### src/dpalu_pkg.sv
package dpalu_pkg;

  // shifter operand modes
  localparam logic [1:0] MODE_PASS  = 2'd0;  // Rm or imm through, carry = C
  localparam logic [1:0] MODE_SHIFT = 2'd1;  // shift by amt in 1..255
  localparam logic [1:0] MODE_RRX   = 2'd2;  // rotate right extended

  // shift types, instr[6:5]
  localparam logic [1:0] SH_LSL = 2'd0;
  localparam logic [1:0] SH_LSR = 2'd1;
  localparam logic [1:0] SH_ASR = 2'd2;
  localparam logic [1:0] SH_ROR = 2'd3;

  // opcodes, instr[24:21]
  localparam logic [3:0] OP_AND = 4'd0;
  localparam logic [3:0] OP_EOR = 4'd1;
  localparam logic [3:0] OP_SUB = 4'd2;
  localparam logic [3:0] OP_RSB = 4'd3;
  localparam logic [3:0] OP_ADD = 4'd4;
  localparam logic [3:0] OP_ADC = 4'd5;
  localparam logic [3:0] OP_SBC = 4'd6;
  localparam logic [3:0] OP_RSC = 4'd7;
  localparam logic [3:0] OP_TST = 4'd8;
  localparam logic [3:0] OP_TEQ = 4'd9;
  localparam logic [3:0] OP_CMP = 4'd10;
  localparam logic [3:0] OP_CMN = 4'd11;
  localparam logic [3:0] OP_ORR = 4'd12;
  localparam logic [3:0] OP_MOV = 4'd13;
  localparam logic [3:0] OP_BIC = 4'd14;
  localparam logic [3:0] OP_MVN = 4'd15;

  // condition codes, instr[31:28]
  localparam logic [3:0] CC_EQ = 4'd0;
  localparam logic [3:0] CC_NE = 4'd1;
  localparam logic [3:0] CC_CS = 4'd2;
  localparam logic [3:0] CC_CC = 4'd3;
  localparam logic [3:0] CC_MI = 4'd4;
  localparam logic [3:0] CC_PL = 4'd5;
  localparam logic [3:0] CC_VS = 4'd6;
  localparam logic [3:0] CC_VC = 4'd7;
  localparam logic [3:0] CC_HI = 4'd8;
  localparam logic [3:0] CC_LS = 4'd9;
  localparam logic [3:0] CC_GE = 4'd10;
  localparam logic [3:0] CC_LT = 4'd11;
  localparam logic [3:0] CC_GT = 4'd12;
  localparam logic [3:0] CC_LE = 4'd13;
  localparam logic [3:0] CC_AL = 4'd14;
  localparam logic [3:0] CC_NV = 4'd15;

  localparam logic [3:0] REG_PC = 4'd15;

  // instruction context carried down the pipe
  typedef struct packed {
    logic       passed;
    logic [3:0] op;
    logic       s;
    logic [3:0] rd;
    logic [3:0] flags;   // N Z C V
  } ctl_t;

  // resolved shifter request
  typedef struct packed {
    logic [1:0] mode;
    logic [1:0] typ;
    logic [7:0] amt;
  } shf_t;

  // result side status
  typedef struct packed {
    logic       wres;
    logic [3:0] rd;
    logic [3:0] fout;
    logic       wflags;
    logic       restore;
    logic       passed;
  } sts_t;

endpackage

### src/dpalu_in_if.sv
interface dpalu_in_if;
  logic        valid;
  logic        ready;
  logic [31:0] instr_word;
  logic [31:0] first_operand;
  logic [31:0] shift_source;
  logic [31:0] shift_amount_reg;
  logic [3:0]  flags_in;

  modport source (
    output valid, instr_word, first_operand, shift_source, shift_amount_reg, flags_in,
    input  ready
  );
  modport sink (
    input  valid, instr_word, first_operand, shift_source, shift_amount_reg, flags_in,
    output ready
  );
endinterface

### src/dpalu_out_if.sv
interface dpalu_out_if;
  logic        valid;
  logic        ready;
  logic [31:0] result_value;
  logic        write_result;
  logic [3:0]  dest_index;
  logic [3:0]  flags_out;
  logic        write_flags;
  logic        restore_status;
  logic        cond_passed;

  modport source (
    output valid, result_value, write_result, dest_index, flags_out, write_flags,
           restore_status, cond_passed,
    input  ready
  );
  modport sink (
    input  valid, result_value, write_result, dest_index, flags_out, write_flags,
           restore_status, cond_passed,
    output ready
  );
endinterface

### src/dpalu_decode.sv
module dpalu_decode (
  input  logic               clk,
  input  logic               rst_n,
  input  logic               adv,
  input  logic               in_valid,
  input  logic [31:0]        instr_word,
  input  logic [31:0]        first_operand,
  input  logic [31:0]        shift_source,
  input  logic [31:0]        shift_amount_reg,
  input  logic [3:0]         flags_in,
  output logic               vld_r,
  output dpalu_pkg::ctl_t    ctl_r,
  output dpalu_pkg::shf_t    shf_r,
  output logic [31:0]        rn_r,
  output logic [31:0]        src_r
);
  import dpalu_pkg::*;

  logic        fn, fz, fc, fv;
  logic        passed;
  logic [4:0]  imm_sh;
  ctl_t        ctl_nxt;
  shf_t        shf_nxt;
  logic [31:0] src_nxt;

  assign fn = flags_in[3];
  assign fz = flags_in[2];
  assign fc = flags_in[1];
  assign fv = flags_in[0];
  assign imm_sh = instr_word[11:7];

  always_comb begin
    unique case (instr_word[31:28])
      CC_EQ: passed = fz;
      CC_NE: passed = !fz;
      CC_CS: passed = fc;
      CC_CC: passed = !fc;
      CC_MI: passed = fn;
      CC_PL: passed = !fn;
      CC_VS: passed = fv;
      CC_VC: passed = !fv;
      CC_HI: passed = fc && !fz;
      CC_LS: passed = !fc || fz;
      CC_GE: passed = (fn == fv);
      CC_LT: passed = (fn != fv);
      CC_GT: passed = !fz && (fn == fv);
      CC_LE: passed = fz || (fn != fv);
      CC_AL: passed = 1'b1;
      CC_NV: passed = 1'b0;
      default: passed = 1'b0;
    endcase
  end

  always_comb begin
    ctl_nxt.passed = passed;
    ctl_nxt.op     = instr_word[24:21];
    ctl_nxt.s      = instr_word[20];
    ctl_nxt.rd     = instr_word[15:12];
    ctl_nxt.flags  = flags_in;

    shf_nxt.typ  = instr_word[6:5];
    shf_nxt.amt  = 8'd0;
    shf_nxt.mode = MODE_SHIFT;
    src_nxt      = shift_source;

    priority if (instr_word[25]) begin
      // rotated immediate; rotate by zero keeps C
      src_nxt      = {24'd0, instr_word[7:0]};
      shf_nxt.typ  = SH_ROR;
      shf_nxt.amt  = {3'd0, instr_word[11:8], 1'b0};
      shf_nxt.mode = (instr_word[11:8] == 4'd0) ? MODE_PASS : MODE_SHIFT;
    end else if (instr_word[4]) begin
      // register shift, bit 7 ignored
      shf_nxt.amt  = shift_amount_reg[7:0];
      shf_nxt.mode = (shift_amount_reg[7:0] == 8'd0) ? MODE_PASS : MODE_SHIFT;
    end else if (imm_sh != 5'd0) begin
      shf_nxt.amt = {3'd0, imm_sh};
    end else begin
      // immediate shift by zero: LSL passes, LSR/ASR mean 32, ROR is RRX
      unique case (instr_word[6:5])
        SH_LSL:  shf_nxt.mode = MODE_PASS;
        SH_ROR:  shf_nxt.mode = MODE_RRX;
        default: shf_nxt.amt  = 8'd32;
      endcase
    end
  end

  always_ff @(posedge clk) begin
    if (!rst_n) begin
      vld_r <= 1'b0;
    end else if (adv) begin
      vld_r <= in_valid;
    end
  end

  always_ff @(posedge clk) begin
    if (adv) begin
      ctl_r <= ctl_nxt;
      shf_r <= shf_nxt;
      rn_r  <= first_operand;
      src_r <= src_nxt;
    end
  end

endmodule

### src/dpalu_shifter.sv
module dpalu_shifter (
  input  logic            clk,
  input  logic            rst_n,
  input  logic            adv,
  input  logic            vld,
  input  dpalu_pkg::ctl_t ctl,
  input  dpalu_pkg::shf_t shf,
  input  logic [31:0]     rn,
  input  logic [31:0]     src,
  output logic            vld_r,
  output dpalu_pkg::ctl_t ctl_r,
  output logic [31:0]     rn_r,
  output logic [31:0]     opnd_r,
  output logic            sco_r
);
  import dpalu_pkg::*;

  logic        cin;
  logic [4:0]  r;
  logic        big;
  logic        eq32;
  logic [4:0]  idx_r;
  logic [4:0]  idx_l;
  logic [63:0] dbl;
  logic [31:0] opnd_nxt;
  logic        sco_nxt;

  assign cin   = ctl.flags[1];
  assign r     = shf.amt[4:0];
  assign big   = (shf.amt[7:5] != 3'd0);
  assign eq32  = (shf.amt == 8'd32);
  assign idx_r = r - 5'd1;
  assign idx_l = 5'd0 - r;
  assign dbl   = {src, src} >> r;

  always_comb begin
    opnd_nxt = src;
    sco_nxt  = cin;
    unique case (shf.mode)
      MODE_PASS: begin
        opnd_nxt = src;
        sco_nxt  = cin;
      end
      MODE_RRX: begin
        opnd_nxt = {cin, src[31:1]};
        sco_nxt  = src[0];
      end
      MODE_SHIFT: begin
        unique case (shf.typ)
          SH_LSL: begin
            opnd_nxt = big ? 32'd0 : (src << r);
            sco_nxt  = big ? (eq32 & src[0]) : src[idx_l];
          end
          SH_LSR: begin
            opnd_nxt = big ? 32'd0 : (src >> r);
            sco_nxt  = big ? (eq32 & src[31]) : src[idx_r];
          end
          SH_ASR: begin
            opnd_nxt = big ? {32{src[31]}} : 32'($signed(src) >>> r);
            sco_nxt  = big ? src[31] : src[idx_r];
          end
          SH_ROR: begin
            // multiple of 32 leaves Rm, carry from bit 31
            opnd_nxt = dbl[31:0];
            sco_nxt  = (r == 5'd0) ? src[31] : src[idx_r];
          end
          default: begin
            opnd_nxt = src;
            sco_nxt  = cin;
          end
        endcase
      end
      default: begin
        opnd_nxt = src;
        sco_nxt  = cin;
      end
    endcase
  end

  always_ff @(posedge clk) begin
    if (!rst_n) begin
      vld_r <= 1'b0;
    end else if (adv) begin
      vld_r <= vld;
    end
  end

  always_ff @(posedge clk) begin
    if (adv) begin
      ctl_r  <= ctl;
      rn_r   <= rn;
      opnd_r <= opnd_nxt;
      sco_r  <= sco_nxt;
    end
  end

endmodule

### src/dpalu_exec.sv
module dpalu_exec (
  input  logic            clk,
  input  logic            rst_n,
  input  logic            adv,
  input  logic            vld,
  input  dpalu_pkg::ctl_t ctl,
  input  logic [31:0]     rn,
  input  logic [31:0]     opnd,
  input  logic            sco,
  output logic            vld_r,
  output logic [31:0]     res_r,
  output dpalu_pkg::sts_t sts_r
);
  import dpalu_pkg::*;

  logic        cin;
  logic        logical;
  logic [31:0] x, y, lres;
  logic        k;
  logic [32:0] sum;
  logic [31:0] res_nxt;
  logic        c, v;
  logic        writes, wres, restore, wflags;
  sts_t        sts_nxt;

  assign cin = ctl.flags[1];

  always_comb begin
    logical = 1'b1;
    lres    = 32'd0;
    x       = rn;
    y       = opnd;
    k       = 1'b0;
    unique case (ctl.op)
      OP_AND, OP_TST: lres = rn & opnd;
      OP_EOR, OP_TEQ: lres = rn ^ opnd;
      OP_ORR:         lres = rn | opnd;
      OP_MOV:         lres = opnd;
      OP_BIC:         lres = rn & ~opnd;
      OP_MVN:         lres = ~opnd;
      OP_SUB, OP_CMP: begin logical = 1'b0; x = rn;   y = ~opnd; k = 1'b1; end
      OP_RSB:         begin logical = 1'b0; x = opnd; y = ~rn;   k = 1'b1; end
      OP_ADD, OP_CMN: begin logical = 1'b0; x = rn;   y = opnd;  k = 1'b0; end
      OP_ADC:         begin logical = 1'b0; x = rn;   y = opnd;  k = cin;  end
      OP_SBC:         begin logical = 1'b0; x = rn;   y = ~opnd; k = cin;  end
      OP_RSC:         begin logical = 1'b0; x = opnd; y = ~rn;   k = cin;  end
      default:        lres = 32'd0;
    endcase
  end

  assign sum     = {1'b0, x} + {1'b0, y} + {32'd0, k};
  assign res_nxt = logical ? lres : sum[31:0];
  assign c       = logical ? sco : sum[32];
  assign v       = logical ? ctl.flags[0]
                           : ((x[31] ^ sum[31]) & (y[31] ^ sum[31]));

  // test ops never write Rd
  assign writes  = (ctl.op[3:2] != 2'b10);
  assign wres    = ctl.passed && writes;
  assign restore = wres && ctl.s && (ctl.rd == REG_PC);
  assign wflags  = ctl.passed && ctl.s && !restore;

  always_comb begin
    sts_nxt.wres    = wres;
    sts_nxt.rd      = ctl.rd;
    sts_nxt.fout    = wflags ? {res_nxt[31], (res_nxt == 32'd0), c, v} : ctl.flags;
    sts_nxt.wflags  = wflags;
    sts_nxt.restore = restore;
    sts_nxt.passed  = ctl.passed;
  end

  always_ff @(posedge clk) begin
    if (!rst_n) begin
      vld_r <= 1'b0;
    end else if (adv) begin
      vld_r <= vld;
    end
  end

  always_ff @(posedge clk) begin
    if (adv) begin
      res_r <= res_nxt;
      sts_r <= sts_nxt;
    end
  end

endmodule

### src/arm_data_processing_alu.sv
// ARMv5 data-processing execute unit: condition check, barrel shifter, ALU.
//
// in_ch  : one word per instruction: instr_word plus Rn, Rm, Rs values and
//          the current NZCV flags. Taken when valid and ready are both high.
// out_ch : one word per instruction with the result for Rd, write enables,
//          new flags, the status restore request and the condition outcome.
//
// Pipeline: decode/condition -> barrel shifter -> ALU and flags. Each stage
// is one register: a taken word moves from the decode register through the
// shifter register into the ALU register. A new word can be taken every
// cycle (throughput 1 per clock) unless a stall fills every stage.
// The ALU stage register is the output register.
//
// Stall: when out_ch.ready is low the last stage holds; earlier stages keep
// moving into empty slots, so up to three words sit inside. in_ch.ready
// drops only once every stage is full. Nothing is dropped or repeated.
//
// Reset (rst_n low, synchronous) empties the pipe: all valid bits clear.
// There is no architectural state.
module arm_data_processing_alu (
  input logic         clk,
  input logic         rst_n,
  dpalu_in_if.sink    in_ch,
  dpalu_out_if.source out_ch
);
  import dpalu_pkg::*;

  logic        dec_vld, shf_vld, exe_vld;
  logic        adv1, adv2, adv3;
  ctl_t        dec_ctl, shf_ctl;
  shf_t        dec_shf;
  logic [31:0] dec_rn, dec_src;
  logic [31:0] shf_rn, shf_opnd;
  logic        shf_sco;
  logic [31:0] exe_res;
  sts_t        exe_sts;

  // a stage moves when it is empty or the one after it moves
  assign adv3 = !exe_vld || out_ch.ready;
  assign adv2 = !shf_vld || adv3;
  assign adv1 = !dec_vld || adv2;

  assign in_ch.ready = adv1;

  dpalu_decode u_decode (
    .clk              (clk),
    .rst_n            (rst_n),
    .adv              (adv1),
    .in_valid         (in_ch.valid),
    .instr_word       (in_ch.instr_word),
    .first_operand    (in_ch.first_operand),
    .shift_source     (in_ch.shift_source),
    .shift_amount_reg (in_ch.shift_amount_reg),
    .flags_in         (in_ch.flags_in),
    .vld_r            (dec_vld),
    .ctl_r            (dec_ctl),
    .shf_r            (dec_shf),
    .rn_r             (dec_rn),
    .src_r            (dec_src)
  );

  dpalu_shifter u_shifter (
    .clk    (clk),
    .rst_n  (rst_n),
    .adv    (adv2),
    .vld    (dec_vld),
    .ctl    (dec_ctl),
    .shf    (dec_shf),
    .rn     (dec_rn),
    .src    (dec_src),
    .vld_r  (shf_vld),
    .ctl_r  (shf_ctl),
    .rn_r   (shf_rn),
    .opnd_r (shf_opnd),
    .sco_r  (shf_sco)
  );

  dpalu_exec u_exec (
    .clk   (clk),
    .rst_n (rst_n),
    .adv   (adv3),
    .vld   (shf_vld),
    .ctl   (shf_ctl),
    .rn    (shf_rn),
    .opnd  (shf_opnd),
    .sco   (shf_sco),
    .vld_r (exe_vld),
    .res_r (exe_res),
    .sts_r (exe_sts)
  );

  assign out_ch.valid          = exe_vld;
  assign out_ch.result_value   = exe_res;
  assign out_ch.write_result   = exe_sts.wres;
  assign out_ch.dest_index     = exe_sts.rd;
  assign out_ch.flags_out      = exe_sts.fout;
  assign out_ch.write_flags    = exe_sts.wflags;
  assign out_ch.restore_status = exe_sts.restore;
  assign out_ch.cond_passed    = exe_sts.passed;

  // flag write and status restore never go out together
  a_wflags_excl: assert property (@(posedge clk) disable iff (!rst_n)
    exe_vld && exe_sts.wflags |-> exe_sts.passed && !exe_sts.restore)
    else $error("flag write with failed condition or restore");

  a_restore_pc: assert property (@(posedge clk) disable iff (!rst_n)
    exe_vld && exe_sts.restore |-> exe_sts.wres && (exe_sts.rd == REG_PC))
    else $error("restore without write to pc");

  a_take_in: assert property (@(posedge clk) disable iff (!rst_n)
    in_ch.valid && in_ch.ready |=> dec_vld)
    else $error("taken word not in decode stage");

  a_dec_hold: assert property (@(posedge clk) disable iff (!rst_n)
    dec_vld && !adv2 |=> dec_vld && $stable(dec_ctl))
    else $error("stalled decode stage lost its word");

endmodule
### src/flat_wrapper.sv
// flat-port wrapper written by rule: the top's interface ports become plain ports
module arm_data_processing_alu_flat import dpalu_pkg::*;
  (clk, rst_n, in_ch_valid, in_ch_instr_word, in_ch_first_operand, in_ch_shift_source, in_ch_shift_amount_reg, in_ch_flags_in, in_ch_ready, out_ch_valid, out_ch_result_value, out_ch_write_result, out_ch_dest_index, out_ch_flags_out, out_ch_write_flags, out_ch_restore_status, out_ch_cond_passed, out_ch_ready);
  dpalu_in_if in_ch_i ();
  dpalu_out_if out_ch_i ();
  input logic clk;
  input logic rst_n;
  input wire logic [$bits(in_ch_i.valid)-1:0] in_ch_valid;
  input wire logic [$bits(in_ch_i.instr_word)-1:0] in_ch_instr_word;
  input wire logic [$bits(in_ch_i.first_operand)-1:0] in_ch_first_operand;
  input wire logic [$bits(in_ch_i.shift_source)-1:0] in_ch_shift_source;
  input wire logic [$bits(in_ch_i.shift_amount_reg)-1:0] in_ch_shift_amount_reg;
  input wire logic [$bits(in_ch_i.flags_in)-1:0] in_ch_flags_in;
  output wire logic [$bits(in_ch_i.ready)-1:0] in_ch_ready;
  output wire logic [$bits(out_ch_i.valid)-1:0] out_ch_valid;
  output wire logic [$bits(out_ch_i.result_value)-1:0] out_ch_result_value;
  output wire logic [$bits(out_ch_i.write_result)-1:0] out_ch_write_result;
  output wire logic [$bits(out_ch_i.dest_index)-1:0] out_ch_dest_index;
  output wire logic [$bits(out_ch_i.flags_out)-1:0] out_ch_flags_out;
  output wire logic [$bits(out_ch_i.write_flags)-1:0] out_ch_write_flags;
  output wire logic [$bits(out_ch_i.restore_status)-1:0] out_ch_restore_status;
  output wire logic [$bits(out_ch_i.cond_passed)-1:0] out_ch_cond_passed;
  input wire logic [$bits(out_ch_i.ready)-1:0] out_ch_ready;
  assign in_ch_i.valid = in_ch_valid;
  assign in_ch_i.instr_word = in_ch_instr_word;
  assign in_ch_i.first_operand = in_ch_first_operand;
  assign in_ch_i.shift_source = in_ch_shift_source;
  assign in_ch_i.shift_amount_reg = in_ch_shift_amount_reg;
  assign in_ch_i.flags_in = in_ch_flags_in;
  assign in_ch_ready = in_ch_i.ready;
  assign out_ch_valid = out_ch_i.valid;
  assign out_ch_result_value = out_ch_i.result_value;
  assign out_ch_write_result = out_ch_i.write_result;
  assign out_ch_dest_index = out_ch_i.dest_index;
  assign out_ch_flags_out = out_ch_i.flags_out;
  assign out_ch_write_flags = out_ch_i.write_flags;
  assign out_ch_restore_status = out_ch_i.restore_status;
  assign out_ch_cond_passed = out_ch_i.cond_passed;
  assign out_ch_i.ready = out_ch_ready;
  arm_data_processing_alu u_core (.clk(clk), .rst_n(rst_n), .in_ch(in_ch_i), .out_ch(out_ch_i));
endmodule
### config.mk
export PLATFORM = sky130hd
export DESIGN_NAME = arm_data_processing_alu_flat
export DESIGN_NICKNAME = d
export VERILOG_FILES = /design/src/dpalu_pkg.sv /design/src/dpalu_in_if.sv /design/src/dpalu_out_if.sv /design/src/dpalu_decode.sv /design/src/dpalu_shifter.sv /design/src/dpalu_exec.sv /design/src/arm_data_processing_alu.sv /design/src/flat_wrapper.sv
export SDC_FILE = /design/constraint.sdc
export NUM_CORES = 1
export LEC_CHECK = 0
export ABC_CLOCK_PERIOD_IN_PS = 9500
export BUFFER_PORTS_ARGS = -buffer_cell sky130_fd_sc_hd__buf_2
export CORE_MARGIN = 2
export CORE_UTILIZATION = 45
export CTS_CLUSTER_SIZE = 28
export DETAILED_ROUTE_END_ITERATION = 10
export PLACE_DENSITY_LB_ADDON = 0.1
export SYNTH_ARGS = -nofsm -noshare
export SYNTH_HDL_FRONTEND = slang
export SYNTH_HIERARCHICAL = 1
export SYNTH_SLANG_ARGS = --single-unit
### constraint.sdc
create_clock -name clk -period 9.5 [get_ports clk]
set_input_delay 0 -clock clk [delete_from_list [all_inputs] [get_ports clk]]
set_output_delay 0 -clock clk [all_outputs]
set_load 0.005 [all_outputs]
After elaboration in Yosys (flattened, before gate mapping)
Cells that the tools add are included.
- output and inout port bits: 46
- bits of input ports: 136
- register bits: 216
- word-level logic and storage cells: 165
- $add $sub $neg: 4
- equality and inequality tests: 41
- shifts and indexed selects: 4
- bitwise gates (word level): 11
- muxes and demuxes: 35
- magnitude comparators: 2
- reduce and logical (&&, ||, !) cells: 38
- operators by type and width (operator ; count):
    32-bit one-hot mux with 6 select lines ; 1
    32-bit 2-to-1 mux ; 5
    32-bit one-hot mux with 2 select lines ; 2
    32-bit one-hot mux with 4 select lines ; 1
    4-bit equality test, second input constant ; 17
    32-bit AND ; 2
    32-bit inverter ; 2
    64-bit by 5-bit >> shifter with 32-bit output ; 1
    32-bit by 32-bit adder with 33-bit output ; 1
    33-bit by 1-bit adder with 33-bit output ; 1
    4-bit by 3-bit equality test with 1-bit output, second input constant ; 8
    32-bit zero test ; 1
    32-bit bitwise OR ; 1
    32-bit by 5-bit left shift with 32-bit output ; 1
    32-bit by 5-bit >> shifter with 32-bit output ; 1
    32-bit by 5-bit >>> shifter with 32-bit output ; 1
    32-bit XOR ; 1
    4-bit by 2-bit equality test with 1-bit output, second input constant ; 4
    8-bit 2-to-1 mux ; 2
    1-bit one-hot mux with 16 select lines ; 1
    4-bit zero test ; 3
    5-bit by 6-bit < comparator with 1-bit output, second input constant ; 2
    6-bit 2-to-1 mux ; 2
    1-bit binary-select mux with 5-bit select ; 2
    other kinds (29) ; 72

Logic depth before layout (Yosys ltp)
- word-level depth: 9
- depth in mapped cells: 23
- mapped depth without buffers: 18

Cells and area by module
The synthesis kept the hierarchy.
- by module, submodules not included (module ; area each (um^2) ; instances ; sequential area each (um^2) ; cells an instance):
    dpalu_shifter ; 9354.0 ; 1 ; 2392.3 ; 897
    dpalu_exec ; 6865.3 ; 1 ; 1341.3 ; 955
    dpalu_decode ; 3354.5 ; 1 ; 2722.6 ; 178
    arm_data_processing_alu ; 22.5 ; 1 ; 0.0 ; 3

Least setup slack after synthesis
No wires, ideal clock.
- path kind: register -> register
- start: reg u_core/u_shifter/ctl_r[9] in the netlist's numbering
- end: reg u_core/u_exec/sts_r[5] in the netlist's numbering, data pin
- path buffers: 7
- data arrival time: 5.277 ns
- setup time: 0.165 ns
- setup slack: 4.058 ns
- data required time: 9.335 ns
- stages on the path, launching flop included: 24
- clock period less this slack: 5.442 ns
- cell sequence: edfxtp_1 buf_2 buf_2 buf_1 clkbuf_1 buf_1 nand3_1 clkbuf_1 buf_1 nor2_1 a21oi_1 fa_1 inv_1 fa_1 a21o_1 a221o_2 a31oi_4 xnor2_1 a221o_1 or4_1 or4_1 nor4_2 nand4_1 o31ai_2
- RTL lines (what ; line ; RTL):
    from (decl) ; dpalu_shifter.sv:11 ; output dpalu_pkg::ctl_t ctl_r,
    from (signal assigned) ; dpalu_shifter.sv:90 ; ctl_r <= ctl;
    to (signal assigned) ; dpalu_exec.sv:83 ; sts_r <= sts_nxt;
    to (decl) ; dpalu_exec.sv:12 ; output dpalu_pkg::sts_t sts_r

==> results by group <==
Critical path
  • CP arrival: 6820 ps
  • Startpoint Class: flop
  • R2R depth: 18
  • Critical-path maximum fanout: 63
  • Worst Setup End Kind: flop
  • CP required: 9890 ps
  • R2r setup slk: 3060 ps
  • Setup CP Type: reg2reg

Final layout
  • Layout cells sized above 1: 20.7%
  • Area grow syn2layout: 14.8%
  • Number of diodes: 0
  • Layout Cells excl Fill: 2777
  • Final nets: 2384

Synth
  • Register bit total from synthesis: 216
  • Post-synth cell types: 94
  • Warnings from Yosys: 6
  • Cell with the most instances after synthesis: nand2_1
  • Synth async-reset ratio: 0%
  • Area leader, netlist: edfxtp_1
  • Syn Area/Cell: 9.64 µm²
  • Cells after Synth: 2033
  • Post-synth top cells: 217 x nand2_1, 213 x edfxtp_1, 193 x o21ai_0
  • Top post-synthesis cells by area: edfxtp_1 33%, mux4_2 14%, o21ai_0 4.9%
  • Most used DFF post-synth: edfxtp_1
  • Yosys top cell area share: 32.6%
  • Part of the Yosys area used for sequential elements: 32.9%
  • Post-synth EDFFs: 213
  • Post-Syn Area: 0.0196 mm²
  • Post-Syn Nets: 2239

Clock network
  • # Post-CTS Setup Buffers: 0
  • H-tree levels: 1
  • CTS Buf Count: 25
  • Clock transition at path regs: 60 ps
  • Skew-Pair Late Insertion Delay: 550 ps
  • CTS max path bufs: 3
  • Clock sink count: 216
  • TritonCTS clock tree: built
  • CTS Root Cell: clkbuf_16

STA
  • Period utilization: 67.8%
  • Actual slew at the worst max-slew pin: 1020 ps
  • Clock Skews: 9.55 ps
  • Setup tns final: 0 ps
  • Slew Viols, Final: 0
  • Setup Viol. Count Final: 0
  • Slew margin rel.: 31.8%
  • Final hold vios: 0
  • Fmax: 155 MHz
  • Crit path time final: 6440 ps
  • RSZ-0062 raised after global routing: no

Power and ir drop
  • PD cells: 158 mW/mm²
  • Peak supply drop: 133 µV
  • P_leak: 8.78 nW

Global route
  • Vias in the first global route: 17.4k
  • Remaining Overflow, GRT: 0
  • Largest net degree at the start of global routing: 75
  • Wire length of the first global-routing pass: 109 mm
  • Antenna violations before repair: 1
  • All-layer global routing usage: 32.1%

Routing
  • Top sig layer: met5
  • Vias/cell: 6.51
  • Final WL: 73.2 mm
  • Met2 WL: 33.8 mm
  • Via Count: 18.1k
  • DRC: 0
  • DRT antenna net count: 0
  • Metal1 wirelength: 29.1 mm
  • Initial drt markers: 1949
  • WL/cell: 26.4 µm
  • WL met3: 6.57 mm
  • Drt pass-1 iters: 6

Place
  • Final HPWL DP: 49.5 mm
  • GP Congestion: 1.01
  • Cell Count Post-Placement: 2626
  • Input/output buffers: 151

Floorplanning
  • Die H: 213 µm
  • Area of the die: 0.0452 mm²
  • Top Ports: 182
  • Row cnt: 76
  • Initial Util: 45.5%
  • Die W: 213 µm
  • Placeable Area: 0.0431 mm²

Min path
  • Hold/Removal Path Class: in2reg
  • Cell count of the worst hold path: 2

Status
  • Status: completed

Job
  • Maxcap violations: 0
cell type report:
cell class | instances | area [µm²]
sequential | 216 | 6460
fill | 3888 | 20600
multi-input combinational | 1536 | 12000
inverter | 92 | 345
clock inverter | 12 | 97.6
clock buffer | 29 | 641
tap | 585 | 732
timing repair buffer | 307 | 2200
path summary, 6_finish.rpt:
kind	startpoint	to
max reg2reg	u_core/u_shifter/ctl_r[9]	u_core/u_exec/sts_r[5]
max	u_core/u_shifter/ctl_r[9]	u_core/u_exec/sts_r[5]
min	in_ch_instr_word[25]	u_core/u_decode/shf_r[0]
min reg2reg	u_core/u_decode/ctl_r[4]	u_core/u_shifter/ctl_r[4]
layer usage:
layer	up-vias	GRT usage, %
met4	2	15.6
met5	-	0
met1	8694	41.8
met2	1041	51.8
li1	8098	-
met3	238	5.54
flip-flops by register name (all words and copies together) (netlist names):
signal                   cells
u_core/u_shifter/ctl_r      14
u_core/u_shifter/sco_r       1
u_core/u_shifter/rn_r       32
u_core/u_exec/sts_r         12
u_core/u_exec/vld_r          1
u_core/u_decode/rn_r        32
u_core/u_decode/src_r       32
u_core/u_shifter/opnd_r     32
u_core/u_decode/ctl_r       14
u_core/u_exec/res_r         32
u_core/u_decode/shf_r       12
u_core/u_decode/vld_r        1
u_core/u_shifter/vld_r       1
kinds of logic (layout without fill, tap and decap cells):
group / Yosys count / in the layout / synth area share, %
compound gates: 614 / 614 / 20.4
simple gates: 569 / 569 / 13.9
buf+inv: 281 / 440 / 5.91
mux: 252 / 252 / 20.8
flops: 216 / 216 / 32.9
fa+ha+maj: 70 / 70 / 4.55
xor+xnor: 31 / 31 / 1.46
repair_timing:
| action | CTS | global route |
|---|---|---|
| gates resized for setup | 0 | 0 |
| endpoints found under the setup margin | 0 | 0 |
| hold buffers | 110 | 0 |
| endpoints found under the hold margin | 93 | 0 |
per-stage QoR:
stage / hold slack (ps) / worst slack, ps / util (%) / power (W) / instance area, µm²
2_1_floorplan: 98.9 / 4060 / - / 0.00218 / 19600
3_3_place_gp: 178 / 3140 / 47.9 / 0.00259 / 20700
3_5_place_dp: 178 / 3160 / 47.9 / 0.00261 / 20700
4_1_cts: 15.1 / 3130 / 52.2 / 0.00354 / 22500
5_1_grt: 86.3 / 2730 / 52.2 / 0.00373 / 22500
6_report: 52.8 / 3060 / 52.2 / 0.00355 / 22500
placed cells by master, fill, tap and decap left out, types with 33 or more instances in the layout:
master | Yosys | layout
nand2_1 | 217 | 217
edfxtp_1 | 213 | 213
o21ai_0 | 193 | 193
buf_2 | 24 | 151
a21oi_1 | 128 | 127
mux4_2 | 118 | 118
nor2_1 | 116 | 115
dlygate4sd3_1 | 0 | 110
inv_1 | 87 | 87
mux2i_1 | 70 | 70
ha_1 | 68 | 68
mux2_2 | 64 | 64
buf_4 | 5 | 46
nor2b_1 | 43 | 42
nor3_1 | 33 | 33
where the power goes:
part	leakage (nW)	internal, W	switching [W]
sequential	2.34	0.00118	0.000124
clock	0.361	0.000506	0.000377
combinational	6.07	0.000575	0.000783
total	8.78	0.00226	0.00128
critical path, cell delays in order, from the launching register on:
cell and delay, ps:
edfxtp_1 320, buf_4 560, nand2_1 460, o21bai_4 890
nor2_1 90, a211oi_1 320, fa_1 280, inv_1 60
fa_1 410, a21o_1 220, a221o_2 450, a31oi_4 210
xnor2_1 90, a221o_1 350, or4_1 490, or4_1 430
nor4_2 240, nand4_1 160, o31ai_2 200
(Power assumes the default switching activity.)
